<file path="src/rtl/core/bbc_pkg.sv">
`timescale 1ns / 1ps
// ----------------------------------------------------------------------------
// Butterfly counter package
// Types, codes and constants shared by the controller, datapath and top level.
// ----------------------------------------------------------------------------
package bbc_pkg;

    localparam int MAX_VERTICES_DEF = 64;
    localparam int VERTEX_W         = 6;
    localparam int VERTEX_COUNT_W   = 7;
    localparam int WEDGE_W          = 17;
    localparam int BFLY_W           = 22;

    localparam logic [VERTEX_COUNT_W-1:0] VERTEX_COUNT_RESET = 7'd64;
    localparam logic [WEDGE_W-1:0]        WEDGE_MAX          = '1;
    localparam logic [BFLY_W-1:0]         BFLY_MAX           = '1;

    typedef enum logic [1:0] {
        FUNC_ADD   = 2'd0,
        FUNC_COUNT = 2'd1,
        FUNC_CLEAR = 2'd2,
        FUNC_NONE  = 2'd3
    } func_t;

    typedef enum logic [2:0] {
        ST_STORED = 3'd0,
        ST_RANGE  = 3'd1,
        ST_SELF   = 3'd2,
        ST_DUP    = 3'd3,
        ST_DONE   = 3'd4
    } status_code_t;

    typedef struct packed {
        logic         load_in;
        logic         rd_edge;
        logic         wr_a;
        logic         wr_b;
        logic         clr_graph;
        logic         pair_start;
        logic         pair_issue;
        logic         acc_clear;
        logic         res_load;
        logic         res_totals;
        status_code_t res_status;
    } bbc_cmd_t;

    typedef struct packed {
        func_t func;
        logic  bad_range;
        logic  self_loop;
        logic  dup;
        logic  last_pair;
        logic  no_pairs;
        logic  pipe_empty;
        logic  out_busy;
    } bbc_stat_t;

endpackage

</file>
<file path="src/rtl/core/bbc_ctrl.sv">
`timescale 1ns / 1ps
// ----------------------------------------------------------------------------
// Butterfly counter controller
// Sequences edge insertion, pair counting, clearing and the result transfer.
// ----------------------------------------------------------------------------
module bbc_ctrl (
    input  logic              aclk,
    input  logic              aresetn,
    input  logic              s_valid,
    output logic              s_ready,
    input  bbc_pkg::bbc_stat_t st,
    output bbc_pkg::bbc_cmd_t  cmd
);
    import bbc_pkg::*;

    typedef enum logic [2:0] {
        S_IDLE,
        S_EXEC,
        S_EDGE_CHK,
        S_EDGE_WB,
        S_COUNT,
        S_DRAIN,
        S_RESP
    } state_t;

    state_t       state_reg, state_next;
    status_code_t code_reg, code_next;
    logic         totals_reg, totals_next;

    always_ff @(posedge aclk) begin
        if (!aresetn) begin
            state_reg  <= S_IDLE;
            code_reg   <= ST_DONE;
            totals_reg <= 1'b0;
        end else begin
            state_reg  <= state_next;
            code_reg   <= code_next;
            totals_reg <= totals_next;
        end
    end

    always_comb begin
        state_next     = state_reg;
        code_next      = code_reg;
        totals_next    = totals_reg;
        s_ready        = 1'b0;
        cmd            = '0;
        cmd.res_status = code_reg;
        cmd.res_totals = totals_reg;
        case (state_reg)
            S_IDLE: begin
                s_ready = 1'b1;
                if (s_valid) begin
                    cmd.load_in = 1'b1;
                    totals_next = 1'b0;
                    state_next  = S_EXEC;
                end
            end
            S_EXEC: begin
                case (st.func)
                    FUNC_ADD: begin
                        if (st.bad_range) begin
                            code_next  = ST_RANGE;
                            state_next = S_RESP;
                        end else if (st.self_loop) begin
                            code_next  = ST_SELF;
                            state_next = S_RESP;
                        end else begin
                            cmd.rd_edge = 1'b1;
                            state_next  = S_EDGE_CHK;
                        end
                    end
                    FUNC_COUNT: begin
                        cmd.acc_clear  = 1'b1;
                        cmd.pair_start = 1'b1;
                        totals_next    = 1'b1;
                        code_next      = ST_DONE;
                        state_next     = st.no_pairs ? S_RESP : S_COUNT;
                    end
                    FUNC_CLEAR: begin
                        cmd.clr_graph = 1'b1;
                        code_next     = ST_DONE;
                        state_next    = S_RESP;
                    end
                    default: begin
                        code_next  = ST_DONE;
                        state_next = S_RESP;
                    end
                endcase
            end
            S_EDGE_CHK: begin
                if (st.dup) begin
                    code_next  = ST_DUP;
                    state_next = S_RESP;
                end else begin
                    cmd.wr_a   = 1'b1;
                    state_next = S_EDGE_WB;
                end
            end
            S_EDGE_WB: begin
                cmd.wr_b   = 1'b1;
                code_next  = ST_STORED;
                state_next = S_RESP;
            end
            S_COUNT: begin
                cmd.pair_issue = 1'b1;
                if (st.last_pair) begin
                    state_next = S_DRAIN;
                end
            end
            S_DRAIN: begin
                if (st.pipe_empty) begin
                    state_next = S_RESP;
                end
            end
            S_RESP: begin
                if (!st.out_busy) begin
                    cmd.res_load = 1'b1;
                    state_next   = S_IDLE;
                end
            end
            default: begin
                state_next = S_IDLE;
            end
        endcase
    end

endmodule

</file>
<file path="config.mk">
export PLATFORM = sky130hd
export DESIGN_NAME = bbc_ctrl
export DESIGN_NICKNAME = d
export VERILOG_FILES = /design/src/rtl/core/bbc_pkg.sv /design/src/rtl/core/bbc_ctrl.sv
export SDC_FILE = /design/constraint.sdc
export NUM_CORES = 1
export LEC_CHECK = 0
export ABC_AREA = 1
export BUFFER_PORTS_ARGS = -buffer_cell sky130_fd_sc_hd__buf_2
export CAP_MARGIN = 20
export CORE_MARGIN = 8
export CORE_UTILIZATION = 41
export CTS_BUF_LIST = sky130_fd_sc_hd__clkbuf_4
export DETAILED_ROUTE_END_ITERATION = 10
export PLACE_DENSITY = 0.86
export SLEW_MARGIN = 40
export SYNTH_ARGS = -nofsm -noshare
export SYNTH_HDL_FRONTEND = slang
export SYNTH_SLANG_ARGS = --single-unit
</file>
<file path="constraint.sdc">
create_clock -name aclk -period 1.2 [get_ports aclk]
set_input_delay 0.36 -clock aclk [delete_from_list [all_inputs] [get_ports aclk]]
set_output_delay 0.36 -clock aclk [all_outputs]
set_load 0.01 [all_outputs]
</file>
# ---- Word-level counts from Yosys, hierarchy flattened
# Index checks and enable logic that the tools add are counted.
dict set report word_totals {
  inputBits 12
  elab_cells 60
  ff_bits 7
}
dict set report classes {
  eq_ne 15
  muxes 35
  n_reduce_logical 7
}
# operator n
set ops {}
lappend ops {{3-bit 2-to-1 mux} 11}
lappend ops {{3-bit case mux with 7 select lines} 1}
lappend ops {{1-bit 2-to-1 mux} 18}
lappend ops {{2-bit != test (second input constant)} 5}
lappend ops {{3-bit equality test (second input constant)} 3}
lappend ops {{3-bit case mux with 3 select lines} 1}
lappend ops {{3-bit by 2-bit equality test with 1-bit output (second input constant)} 2}
lappend ops {{3-bit case mux with 2 select lines} 1}
lappend ops {{3-bit AND reduction} 2}
lappend ops {{2-bit 2-to-1 mux} 2}
lappend ops {{4-bit != test (second input constant)} 1}
lappend ops {{4-bit AND reduction} 1}
lappend ops {{3-bit by 1-bit equality test with 1-bit output (second input constant)} 1}
lappend ops {{3-bit zero test} 1}
lappend ops {{3-bit nonzero test} 1}
lappend ops {{2-bit by 1-bit equality test with 1-bit output (second input constant)} 1}
lappend ops {{2-bit equality test (second input constant)} 1}
lappend ops {{2-bit zero test} 1}
lappend ops {{2-bit by 1-bit != test with 1-bit output (second input constant)} 1}
lappend ops {{1-bit case mux with 2 select lines} 1}
lappend ops {{2-bit nonzero test} 1}

# ---- Depth between registers and ports, before layout
dict set report depth {
  word_depth 4
  mapped_depth 8
}

# ---- Least setup slack after synthesis
# OpenSTA, ideal clock, no wires.
dict set report synth_path {
  path_type {reg2out}
  start {register state_reg[0]}
  end {output cmd[7] (netlist name)}
  slack_ps -80
  required_ps 840
  path_stages_with_launch 8
  t_arrival_ps 920
  cell_sequence {dfxtp_1 -> inv_2 -> nor2_8 -> nand2_4 -> inv_2 -> nand2_1 -> inv_2 -> buf_4}
}
# element line
set synth_rtl {}
lappend synth_rtl {{start: declaration} bbc_ctrl.sv:26} ;# state_t state_reg, state_next;
lappend synth_rtl {{start signal: assignment} bbc_ctrl.sv:36} ;# state_reg <= state_next;
lappend synth_rtl {{end: declaration} bbc_ctrl.sv:12} ;# output bbc_pkg::bbc_cmd_t cmd

==> qor.txt <==
result of the run: finished with violations
violated checks: setup timing
nets in the synthesized netlist: 99
post-route clock skew: 0.00605 ns
antenna violations before repair: 0
synthesized area divided by synthesized cell count: 6.14 sq um
Starting Density: 0.427
Final Net Count: 146
first-pass GRT wire length: 3220 microns
number of hold violations in the final report: 0
global-route total usage across every layer: 0.154
portion of total power attributed to combinational logic: 0.721
Chip Height: 52.1 microns
final cycle utilization of the critical path: 1.32
final cell count without fillers: 148
clock tree from TritonCTS: built
Tightest Hold Check Type: in2reg
shortest clock period the worst path allows after layout: 1.59 ns
area of the die: 0.00271 sq mm
leakage power figure: 0.518 nW
post-route core utilization: 0.777
final routed DRC violation total: 0
Core Region: 0.00125 sq mm
Sinks on Clock Net: 7
post-layout worst setup margin: -0.386 ns
Worst Tran Pin Value: 0.210 ns
largest net degree at the start of global routing: 9
Area after DPL: 766 sq um
area overhead of the layout relative to synthesis: 82.2%
fin. max-slew vios: 0
kind of end point of the critical path: output pin
achievable frequency: 630 MHz
worst setup path category: reg2out
Vias per Instance: 5.31
post-synthesis instance area: 534 sq um
number of diodes added for antenna fixing: 0
fraction of power consumed by sequential logic: 0.183
GRT Residual Overflow: 0
Vias: 786
maximum fanout along the worst path: 4
post-placement worst setup slack: -0.167 ns
final HPWL from detailed placement: 1350 microns
number of synthesized register bits: 7
data required time at the worst endpoint: 0.84 ns
GP Congestion: 0.767
detailed-route wire length per cell: 15.9 microns
Cell Count Post-Placement: 138
sum of routed wire length over all layers: 2360 microns
number of clock buffers inserted by TritonCTS: 3
number of buffers added on ports: 25
total power draw: 2.54 mW
router iterations before antenna repair: 4
net switching fraction of the power: 0.487
I/O pin cnt: 26
unrepaired setup endpoints after global routing: true
yosys warns: 0
Antenna Violating Nets Remaining: 0
sequential share of the synthesized area: 0.262
master cell of the clock root buffer: clkbuf_4
Max Root-Sink Buffers: 2
clock insertion delay at the later pin of the skew report: 0.26 ns
number of global-route vias before repair: 796
CTS Hold Buffers Added: 0
site row count: 13
Die X: 52.1 microns
worst endpoint data arrival time: 1.23 ns
number of unique standard cell types used by synthesis: 20
Int Power: 1.30 mW
Net Switching: 1.24 mW
clock slew at reported path FFs: 0.06 ns
fraction of final layout cells with drive strength greater than 1: 0.579
part of the power in the clock network: 0.096
startpoint kind of the worst setup timing path: flip-flop
PwrDens: 2610 mW/mm^2
violation count after the first detailed-routing iteration: 16
number of maximum-capacitance constraint violations: 0
number of cells produced by synthesis: 87
Design Area, Final: 973 sq um
headroom to the max-slew limit: 0.859
H-Tree Depth: 1
Setup-failing EPs final: 16
peak supply drop: 1.38 mV
[cell usage after synthesis, drive strengths merged]
library cell / n / share of area
a21oi: 4 / 0.037
a31oi: 1 / 0.012
buf: 3 / 0.049
dfxtp: 7 / 0.26
inv: 12 / 0.089
nand2: 25 / 0.19
nand3: 6 / 0.075
nand4: 2 / 0.023
nor2: 21 / 0.20
nor3: 3 / 0.028
o21ai: 3 / 0.028
[worst max-delay path: stages (launching register included)]
cell and delay, ns:
dfxtp_4 0.40, inv_6 0.05, nor2_8 0.09, nand2_4 0.07, inv_2 0.08, nand2_2 0.07
inv_2 0.09, buf_6 0.10
[layout make-up]
| class | instances | area (sq um) |
|---|---|---|
| sequential | 7 | 149 |
| inverter | 12 | 55.1 |
| tap | 15 | 18.8 |
| timing repair buffer | 45 | 318 |
| clock buffer | 4 | 30.0 |
| fill | 73 | 279 |
| multi-input combinational | 65 | 403 |
[logic make-up after synthesis]
kind of cell,Yosys count,synth area share
AO/OA/AOI/OAI,8,0.0773
flip-flops,7,0.262
buffers and inverters,15,0.138
AND/OR/NAND/NOR,57,0.522
[layout by cell type, fill, tap and decap left out, types with 4 or more instances in the layout]
| master | netlist | layout |
|---|---|---|
| nand2_2 | 1 | 4 |
| dfxtp_1 | 7 | 4 |
| nand3_1 | 4 | 4 |
| clkbuf_4 | 0 | 4 |
| inv_1 | 8 | 6 |
| buf_4 | 2 | 17 |
| buf_6 | 1 | 8 |
| nor2_4 | 1 | 5 |
| nand2_1 | 23 | 20 |
| buf_2 | 0 | 20 |
| nor2_1 | 17 | 14 |
| inv_2 | 3 | 4 |
[metal layers]
metal | up-vias | global-route usage | share of wire
met2 | 47 | 0.274 | 0.52
met4 | 0 | 0.0973 | 0.035
met3 | 8 | 0.0655 | 0.078
met1 | 370 | 0.139 | 0.37
met5 | - | 0 | 0
li1 | 361 | - | -
[path summary, 6_finish.rpt]
path / from / to / slack (ns) / cells past startpoint
min reg2reg: code_reg[1] / code_reg[1] / 0.50 / 2
min: aresetn / code_reg[2] / 0.33 / 2
max: state_reg[0] / cmd[7] / -0.39 / 7
max reg2reg: state_reg[1] / state_reg[1] / -0.05 / 7
[power by group through the flow]
stage / registers, mW / logic [mW] / clock network, mW
2_1_floorplan: 0.415 / 0.822 / 0
3_3_place_gp: 0.427 / 1.24 / 0
3_5_place_dp: 0.433 / 1.28 / 0
4_1_cts: 0.443 / 1.47 / 0.247
5_1_grt: 0.479 / 1.95 / 0.266
6_report: 0.466 / 1.83 / 0.243
[metrics by stage]
step | TNS, ns | hold WS, ns
6_report | -3.03 | 0.334
5_1_grt | -3.72 | 0.336
4_1_cts | -2.56 | 0.328
3_5_place_dp | -2.02 | 0.470
3_3_place_gp | -1.40 | 0.464
2_1_floorplan | -0.0809 | 0.444
[what timing repair did]
action,in CTS,in global routing
setup buffers,4,4
gates resized for setup,15,19
endpoints found under the setup margin,16,17
pin swaps,5,12
Power figures use the tool's default switching activity.
